$ cat src/adsr_pkg.sv
// ----------------------------------------------------------------------------
// ADSR envelope package
// Shared types and constants: stage encoding, configuration and state
// records, fixed-point limits and register map.
// ----------------------------------------------------------------------------
package adsr_pkg;

    localparam int LEVEL_W = 24;
    localparam int FACTOR_W = 24;
    localparam int CODE_W = 3;

    // Q1.23 full scale and the snap distance (0.0001 in Q1.23)
    localparam logic [LEVEL_W-1:0] FULL_SCALE = 24'd8388608;
    localparam logic [LEVEL_W-1:0] SNAP_THRESHOLD = 24'd839;

    // register reset values
    localparam logic [LEVEL_W-1:0] ATTACK_STEP_RST = 24'd17476;
    localparam logic [FACTOR_W-1:0] DECAY_FACTOR_RST = 24'd16773721;
    localparam logic [LEVEL_W-1:0] SUSTAIN_TARGET_RST = 24'd5872026;
    localparam logic [FACTOR_W-1:0] RELEASE_FACTOR_RST = 24'd16776051;

    // register indexes (byte address / 4)
    localparam logic [1:0] REG_ATTACK_STEP = 2'd0;
    localparam logic [1:0] REG_DECAY_FACTOR = 2'd1;
    localparam logic [1:0] REG_SUSTAIN_TARGET = 2'd2;
    localparam logic [1:0] REG_RELEASE_FACTOR = 2'd3;

    // external stage codes
    localparam logic [CODE_W-1:0] CODE_IDLE = 3'd0;
    localparam logic [CODE_W-1:0] CODE_ATTACK = 3'd1;
    localparam logic [CODE_W-1:0] CODE_DECAY = 3'd2;
    localparam logic [CODE_W-1:0] CODE_SUSTAIN = 3'd3;
    localparam logic [CODE_W-1:0] CODE_RELEASE = 3'd4;

    typedef enum logic [4:0] {
        ST_IDLE    = 5'b00001,
        ST_ATTACK  = 5'b00010,
        ST_DECAY   = 5'b00100,
        ST_SUSTAIN = 5'b01000,
        ST_RELEASE = 5'b10000
    } stage_t;

    typedef struct packed {
        logic [LEVEL_W-1:0]  attack_step;
        logic [FACTOR_W-1:0] decay_factor;
        logic [LEVEL_W-1:0]  sustain_target;
        logic [FACTOR_W-1:0] release_factor;
    } cfg_t;

    typedef struct packed {
        logic [LEVEL_W-1:0] level;
        stage_t             stage;
        logic               gate_prev;
    } env_state_t;

    function automatic logic [CODE_W-1:0] stage_code(input stage_t st);
        logic [CODE_W-1:0] code;
        case (st)
            ST_ATTACK:  code = CODE_ATTACK;
            ST_DECAY:   code = CODE_DECAY;
            ST_SUSTAIN: code = CODE_SUSTAIN;
            ST_RELEASE: code = CODE_RELEASE;
            default:    code = CODE_IDLE;
        endcase
        return code;
    endfunction

endpackage

$ cat src/adsr_level_update.sv
// ----------------------------------------------------------------------------
// ADSR level update
// Next level, stage and gate history for one gate sample. One shared
// 24x24 multiplier serves both decay and release.
// ----------------------------------------------------------------------------
module adsr_level_update (
    input  logic                 gate_on,
    input  adsr_pkg::cfg_t       cfg,
    input  adsr_pkg::env_state_t cur,
    output adsr_pkg::env_state_t nxt
);

    adsr_pkg::stage_t                  stage_pre;
    logic [adsr_pkg::LEVEL_W:0]        attack_sum;
    logic                              above_sustain;
    logic [adsr_pkg::LEVEL_W-1:0]      mul_a;
    logic [adsr_pkg::FACTOR_W-1:0]     mul_b;
    logic [adsr_pkg::LEVEL_W+adsr_pkg::FACTOR_W-1:0] product;
    logic [adsr_pkg::LEVEL_W-1:0]      scaled;
    logic [adsr_pkg::LEVEL_W:0]        decay_sum;

    // gate edges override the held stage
    always_comb begin
        stage_pre = cur.stage;
        if (gate_on && !cur.gate_prev) begin
            stage_pre = adsr_pkg::ST_ATTACK;
        end else if (!gate_on && cur.gate_prev) begin
            stage_pre = adsr_pkg::ST_RELEASE;
        end
    end

    assign attack_sum = {1'b0, cur.level} + {1'b0, cfg.attack_step};
    assign above_sustain = cur.level > cfg.sustain_target;

    // decay scales the distance above sustain, release scales the level
    always_comb begin
        if (stage_pre == adsr_pkg::ST_DECAY) begin
            mul_a = above_sustain ? (cur.level - cfg.sustain_target) : '0;
            mul_b = cfg.decay_factor;
        end else begin
            mul_a = cur.level;
            mul_b = cfg.release_factor;
        end
    end

    assign product = {{adsr_pkg::FACTOR_W{1'b0}}, mul_a} * {{adsr_pkg::LEVEL_W{1'b0}}, mul_b};
    assign scaled = product[adsr_pkg::LEVEL_W+adsr_pkg::FACTOR_W-1:adsr_pkg::FACTOR_W];
    assign decay_sum = {1'b0, cfg.sustain_target} + {1'b0, scaled};

    always_comb begin
        nxt.gate_prev = gate_on;
        nxt.stage = stage_pre;
        nxt.level = '0;
        case (stage_pre)
            adsr_pkg::ST_ATTACK: begin
                if (attack_sum >= {1'b0, adsr_pkg::FULL_SCALE}) begin
                    nxt.level = adsr_pkg::FULL_SCALE;
                    nxt.stage = adsr_pkg::ST_DECAY;
                end else begin
                    nxt.level = attack_sum[adsr_pkg::LEVEL_W-1:0];
                end
            end
            adsr_pkg::ST_DECAY: begin
                if (scaled < adsr_pkg::SNAP_THRESHOLD) begin
                    nxt.level = cfg.sustain_target;
                    nxt.stage = adsr_pkg::ST_SUSTAIN;
                end else begin
                    nxt.level = decay_sum[adsr_pkg::LEVEL_W-1:0];
                end
            end
            adsr_pkg::ST_SUSTAIN: begin
                nxt.level = cfg.sustain_target;
            end
            adsr_pkg::ST_RELEASE: begin
                if (scaled < adsr_pkg::SNAP_THRESHOLD) begin
                    nxt.level = '0;
                    nxt.stage = adsr_pkg::ST_IDLE;
                end else begin
                    nxt.level = scaled;
                end
            end
            default: begin
                nxt.level = '0;
            end
        endcase
    end

endmodule

$ cat src/adsr_envelope_generator_unit.sv
// ----------------------------------------------------------------------------
// ADSR envelope generator unit
// Linear attack, exponential decay and release envelope, one gate sample
// in and one level/stage item out per audio tick.
// ----------------------------------------------------------------------------
// Usage:
//   s_ channel: one gate sample per item, s_tdata[23:0] signed; the gate is
//   on when the sample is above zero. A rising gate starts attack, a
//   falling gate starts release.
//   m_ channel: one item per input item, m_tdata[23:0] the level (Q1.23)
//   and m_tdata[26:24] the stage (0 idle, 1 attack, 2 decay, 3 sustain,
//   4 release).
//   APB port: four 24-bit registers at byte addresses 0, 4, 8 and 12
//   (attack step, decay factor, sustain target, release factor). Write
//   them only while no item is in flight.
// Pipeline and throughput: an item is registered on entry, and its result is
//   then registered in the output register.
//   One item is taken every cycle while the output is not stalled; the level
//   feedback through the single 24x24 multiply is combinational.
// Reset: the level returns to zero, the stage to idle, the gate history to
//   off and the registers to their defaults. Both channels run empty.
// Stall: while m_tready is low the result is held, the entry stage fills
//   and then s_tready drops; nothing is lost or repeated.
// ----------------------------------------------------------------------------
module adsr_envelope_generator_unit (
    input  logic        aclk,
    input  logic        aresetn,
    // input items
    input  logic        s_tvalid,
    output logic        s_tready,
    input  logic [23:0] s_tdata,    // [23:0] gate_level
    // result items
    output logic        m_tvalid,
    input  logic        m_tready,
    output logic [31:0] m_tdata,    // [23:0] envelope_level, [26:24] envelope_stage
    // configuration
    input  logic        psel,
    input  logic        penable,
    input  logic        pwrite,
    input  logic [3:0]  paddr,
    input  logic [31:0] pwdata,
    output logic [31:0] prdata,
    output logic        pready
);

    adsr_pkg::cfg_t        cfg_reg;
    adsr_pkg::env_state_t  state_reg;
    adsr_pkg::env_state_t  state_next;

    logic                  in_valid_reg;
    logic [23:0]           gate_reg;
    logic                  out_valid_reg;
    logic [23:0]           out_level_reg;
    logic [2:0]            out_code_reg;

    logic                  gate_on;
    logic                  advance;
    logic                  cfg_write;
    logic [1:0]            reg_index;

    assign pready = 1'b1;
    assign reg_index = paddr[3:2];
    assign cfg_write = psel && penable && pwrite && pready;

    // configuration registers: bits above 23 are dropped
    always_ff @(posedge aclk) begin
        if (!aresetn) begin
            cfg_reg.attack_step <= adsr_pkg::ATTACK_STEP_RST;
            cfg_reg.decay_factor <= adsr_pkg::DECAY_FACTOR_RST;
            cfg_reg.sustain_target <= adsr_pkg::SUSTAIN_TARGET_RST;
            cfg_reg.release_factor <= adsr_pkg::RELEASE_FACTOR_RST;
        end else if (cfg_write) begin
            case (reg_index)
                adsr_pkg::REG_ATTACK_STEP:    cfg_reg.attack_step <= pwdata[23:0];
                adsr_pkg::REG_DECAY_FACTOR:   cfg_reg.decay_factor <= pwdata[23:0];
                adsr_pkg::REG_SUSTAIN_TARGET: cfg_reg.sustain_target <= pwdata[23:0];
                adsr_pkg::REG_RELEASE_FACTOR: cfg_reg.release_factor <= pwdata[23:0];
                default: ;
            endcase
        end
    end

    always_comb begin
        case (reg_index)
            adsr_pkg::REG_ATTACK_STEP:    prdata = {8'd0, cfg_reg.attack_step};
            adsr_pkg::REG_DECAY_FACTOR:   prdata = {8'd0, cfg_reg.decay_factor};
            adsr_pkg::REG_SUSTAIN_TARGET: prdata = {8'd0, cfg_reg.sustain_target};
            adsr_pkg::REG_RELEASE_FACTOR: prdata = {8'd0, cfg_reg.release_factor};
            default:                      prdata = '0;
        endcase
    end

    // advance the entry stage whenever the output register is free or drains
    assign advance = !out_valid_reg || m_tready;
    assign s_tready = !in_valid_reg || advance;

    always_ff @(posedge aclk) begin
        if (!aresetn) begin
            in_valid_reg <= 1'b0;
        end else if (s_tready) begin
            in_valid_reg <= s_tvalid;
        end
    end

    // payload: hold while stalled
    always_ff @(posedge aclk) begin
        if (s_tready && s_tvalid) begin
            gate_reg <= s_tdata;
        end
    end

    assign gate_on = !gate_reg[23] && (gate_reg != 24'd0);

    adsr_level_update u_update (
        .gate_on (gate_on),
        .cfg     (cfg_reg),
        .cur     (state_reg),
        .nxt     (state_next)
    );

    // envelope state moves only when an item is processed
    always_ff @(posedge aclk) begin
        if (!aresetn) begin
            state_reg.level <= '0;
            state_reg.stage <= adsr_pkg::ST_IDLE;
            state_reg.gate_prev <= 1'b0;
        end else if (in_valid_reg && advance) begin
            state_reg <= state_next;
        end
    end

    always_ff @(posedge aclk) begin
        if (!aresetn) begin
            out_valid_reg <= 1'b0;
        end else if (advance) begin
            out_valid_reg <= in_valid_reg;
        end
    end

    always_ff @(posedge aclk) begin
        if (in_valid_reg && advance) begin
            out_level_reg <= state_next.level;
            out_code_reg <= adsr_pkg::stage_code(state_next.stage);
        end
    end

    assign m_tvalid = out_valid_reg;
    assign m_tdata = {5'd0, out_code_reg, out_level_reg};

endmodule

$ cat config.mk
export PLATFORM = sky130hd
export DESIGN_NAME = adsr_envelope_generator_unit
export DESIGN_NICKNAME = d
export VERILOG_FILES = /design/src/adsr_pkg.sv /design/src/adsr_level_update.sv /design/src/adsr_envelope_generator_unit.sv
export SDC_FILE = /design/constraint.sdc
export NUM_CORES = 2
export LEC_CHECK = 0
export BUFFER_PORTS_ARGS = -buffer_cell sky130_fd_sc_hd__buf_2
export CORE_UTILIZATION = 50
export CTS_BUF_LIST = sky130_fd_sc_hd__clkbuf_8
export DETAILED_ROUTE_END_ITERATION = 10
export GPL_ROUTABILITY_DRIVEN = 0
export PLACE_DENSITY = 0.67
export SLEW_MARGIN = 20
export SYNTH_ARGS = -nofsm -noshare
export SYNTH_HDL_FRONTEND = slang
export SYNTH_SLANG_ARGS = --single-unit
$ cat constraint.sdc
create_clock -name aclk -period 19.1 [get_ports aclk]
set_clock_uncertainty 0.05 [all_clocks]
set_input_delay 0.955 -clock aclk [delete_from_list [all_inputs] [get_ports aclk]]
set_output_delay 0.955 -clock aclk [all_outputs]
set_load 0.1 [all_outputs]
-- After elaboration in Yosys (flattened, before gate mapping)
Index checks and enable logic that the tools add are counted.
- $add $sub $neg: 3
- multipliers: 1
- magnitude comparators: 3
- eq/ne operators: 11
- mux-type cells: 15
- reductions and logical operators: 20
- operators by type and width (cell ; count):
    two-way mux 24 bit ; 6
    case mux 32 bit (4 select lines) ; 1
    case mux 24 bit (4 select lines) ; 1
    multiplier 24 x 24 -> 48 bit ; 1
    adder 24 x 24 -> 25 bit ; 1
    greater-or-equal comparator 25 x 24 -> 1 bit (second input constant) ; 1
    two-way mux 5 bit ; 5
    adder 24 bit ; 1
    > comparator 24 bit ; 1
    < comparator 24 x 10 -> 1 bit (second input constant) ; 1
    nonzero test 24 bit ; 1
    subtractor 24 bit ; 1
    case mux 5 bit (3 select lines) ; 1
    case mux 3 bit (4 select lines) ; 1
    == test 5 x 2 -> 1 bit (second input constant) ; 2
    == test 5 x 3 -> 1 bit (second input constant) ; 2
    == test 5 x 4 -> 1 bit (second input constant) ; 2
    == test 5 bit (second input constant) ; 2
    AND reduction 2 bit ; 4
    logical AND 1 bit ; 7
    logical NOT 1 bit ; 5
    == test 2 bit (second input constant) ; 2
    == test 2 x 1 -> 1 bit (second input constant) ; 1
    logical NOT 2 bit ; 1
    logical OR 1 bit ; 2
- bits in registers: 179
- input port bits: 67
- output and inout port bits: 67
- logic and storage cells: 65

-- Depth between registers and ports, before layout
- depth in word-level cells: 14
- mapped depth: 56
- depth with buffers taken out: 54

-- By module
Synthesis repeated with hierarchy kept, for this count alone.
- cell total of the unflattened synthesis: 3622
- area total of the unflattened synthesis: 31049.8 um^2
- modules (own cells, without submodules) (module ; times used ; cells an instance ; area an instance (um^2) ; seq. area each (um^2)):
    adsr_level_update ; 1 ; 2975 ; 23706.5 ; 0.0
    adsr_envelope_generator_unit ; 1 ; 647 ; 7343.3 ; 4093.9

-- Least setup slack after synthesis
OpenSTA, ideal clock, no wires.
- kind: register to register
- start point: reg cfg_reg[25] (netlist bit)
- end point: reg out_level_reg[23] (data pin)
- setup time: 0.264 ns
- arrival time: 12.100 ns
- required time: 18.786 ns
- path slack: 6.686 ns
- cell stages (with the launch flop): 54
- path buffers: 2
- clock period less this slack: 12.414 ns
- cells stage by stage: dfxtp_1 -> inv_1 -> ha_1 -> nor2b_1 -> o21ai_0 -> a21boi_0 -> o21ai_0 -> a21boi_0 -> o21ai_0 -> a21o_1 -> a211o_1 -> o211ai_1 -> o41a_1 -> a31o_2 -> a31oi_1 -> or4_1 -> and3_1 -> buf_1 -> (+18 left out) -> a41oi_1 -> nand2_1 -> xor2_1 -> ha_1 -> a21o_1 -> a21oi_1 -> o21ai_0 -> a221oi_1 -> a21oi_1 -> a311oi_1 -> o21bai_1 -> a211oi_1 -> o21bai_1 -> a21oi_1 -> o21ai_0 -> and3_1 -> a221oi_1 -> nand2_1
- RTL lines (element ; line ; source):
    start: declaration ; adsr_envelope_generator_unit.sv:46 ; adsr_pkg::cfg_t cfg_reg;
    end signal: assignment ; adsr_envelope_generator_unit.sv:142 ; out_level_reg <= state_next.level;
    end: declaration ; adsr_envelope_generator_unit.sv:53 ; logic [23:0] out_level_reg;

==> flow_summary.yaml <==
status:
  outcome: "finished clean"
floorplanning:
  fp.coreArea_mm2: 0.0594
  fp.dieArea_mm2: 0.0613
  die_x_um: 248
  start_util: 0.508
  placementRows: 89
  die_h_um: 248
  ioPinCount: 134
synthesis:
  ys.flop_type: "dfxtp_1"
  synthCells: 3570
  synth_common_cells: "638 x nand2_1, 592 x inv_1, 484 x fa_1, 336 x nor2_1, 241 x ha_1"
  async_flop_share: 0
  yosysSeqAreaShare: 0.136
  synth_enable_flop_cells: 51
  syn_area_per_cell_um2: 8.45
  yosys-top-cells-area: "fa_1 32%, ha_1 10%, dfxtp_1 8.5%"
  yosysWarnings: 0
  syn_area_mm2: 0.0302
  yosysTopAreaCell: "fa_1"
  synth_top_area_frac: 0.321
  ys_ff_latch: 179
  post-synth-top-count-cell: "nand2_1"
  synth.distinct_cells: 89
critical_path:
  r2r_setup_slack_ns: 4.27
  critical_path_arrival_ns: 15.05
  cp_slowest_cell: "a22o_1"
  worstPathRequired_ns: 19.32
  ff2ff_path_depth: 43
  path_class: "flip-flop to flip-flop"
  crit_path_max_fanout: 62
  start_kind: "flip-flop"
  cp_top_family: "compound AO/OA/AOI/OAI gates"
  worst-path-stages: 43
  r2r-start: "gate_reg[11]"
  worst_setup_path_end_kind: "flip-flop"
  cpPeakStageDelay_ns: 0.84
  critPathBufInv: 6
  worst_path_most_repeated_cell: "fa_1"
  crit_start: "gate_reg[11]"
sta:
  period_share: 0.776
  rsz0062_at_grt: "false"
  slew_headroom: 0.235
  setup_viol: 0
  report.final.slew_viol_count: 0
  hold_viol: 0
  setup-tns-final_ns: 0
  finalCriticalPeriod_ns: 14.83
  fmaxAchievable_mhz: 67.5
  worstMarginPinSlew_ns: 1.14
finish:
  largest_register_ffs: 96
  syn_to_final_growth_pct: 6.67
  drive_above_1_share: 0.0870
  diodes: 0
  final_cells: 4404
  layout.nets: 4410
clock_network:
  post_cts_resized: 0
  clock_latency_ns: 0.51
  postCtsSetupBuffers: 0
  ctsLongestPathBuffers: 2
  path_clk_slew_ns: 0.12
  cts_hold_buffers: 0
  cts_htree_levels: 4
  cts_buffers: 17
  cts_tree: "built"
  clock_sinks: 179
  clockRootBuffer: "clkbuf_8"
route:
  num_vias: 25700
  via_per_inst: 5.83
  drt_first_pass_iters: 8
  drc_errors: 0
  postRouteAntennaNets: 0
  wirelength_mm: 95.0
  detail_route.wl_per_cell_um: 21.6
  drt-initial-drc-count: 2308
global_route:
  antenna_found_initial: 1
  grt_max_degree: 79
  grt_first_pass_wirelength_mm: 147
  first_global_vias: 25600
  grt-ovfl-total: 0
  grtUsageTotal: 0.319
place:
  port_buffers: 109
  dp_cells: 4372
  place_hpwl_mm: 73.8
run:
  cap_viol_max_count: 0
min_path:
  hold_path_class: "flip-flop to flip-flop"
  min_from: "cfg_reg[3]"
  hold_depth: 2
## kinds of logic after synthesis
kind of cell	synth area share
AND/OR/NAND/NOR	0.174
buffers and inverters	0.0990
adder cells (fa/ha/maj)	0.422
AO/OA/AOI/OAI	0.117
flip-flops	0.136
XOR/XNOR	0.0235
multiplexers	0.0279
other	0.000249
## layout make-up
| class | count | area (µm²) |
|---|---|---|
| clock buffers | 17 | 234 |
| clock inverters | 15 | 201 |
| inverters | 593 | 2230 |
| well taps | 773 | 967 |
| flip-flops and latches | 179 | 4090 |
| fillers | 5559 | 27200 |
| repair buffers | 198 | 1220 |
| multi-input cells | 2629 | 23200 |
## metrics by stage
stage	setup slack, ns	hold WS (ns)	util	cell area, µm²
2_1_floorplan	6.69	0.395	-	30200
3_3_place_gp	4.59	0.412	0.534	31700
3_5_place_dp	4.53	0.410	0.534	31700
4_1_cts	4.45	0.429	0.542	32100
5_1_grt	3.36	0.460	0.542	32200
6_report	4.27	0.429	0.542	32200
## per-layer routing
layer,global-route usage,share of wire,routed length [µm],up-vias
met2,0.518,0.46,43900,1131
met4,0.144,0.050,4710,2
li1,-,-,-,11500
met5,0,0.00014,13,-
met3,0.0570,0.088,8390,231
met1,0.416,0.40,38000,12800
## worst paths after layout
path,to
hold reg to reg,cfg_reg[3]
hold / removal,cfg_reg[3]
setup / recovery,out_level_reg[23]
setup reg to reg,out_level_reg[23]
## worst reg2reg max path: cells and delay by family (launching register included)
kind	cells	cell delay [ns]
simple gates	7	2.08
xor+xnor	2	0.75
compound gates	19	6.13
flops	1	0.38
buf+inv	6	0.87
fa+ha+maj	9	4.30
## layout by cell type (no fill, tap or decap), types with 16 or more instances in the layout
cell type,instances
nor3_1,31
or2_2,17
buf_4,90
nand3_1,80
xnor2_1,46
nand4_1,16
and3_1,25
ha_1,241
clkbuf_8,17
a31oi_1,22
o21bai_1,16
dfxtp_1,128
o21a_1,21
nand2_1,637
edfxtp_1,51
inv_1,591
xor2_1,30
o211ai_1,19
nor2_1,332
a21o_1,55
buf_2,108
o21ai_0,83
mux2i_1,23
a21oi_1,136
fa_1,484
mux4_2,24
a221o_1,16
and2_1,23
Power is not shown: default switching activity piles up to over one toggle a cycle in this logic, so the estimate is an artifact.
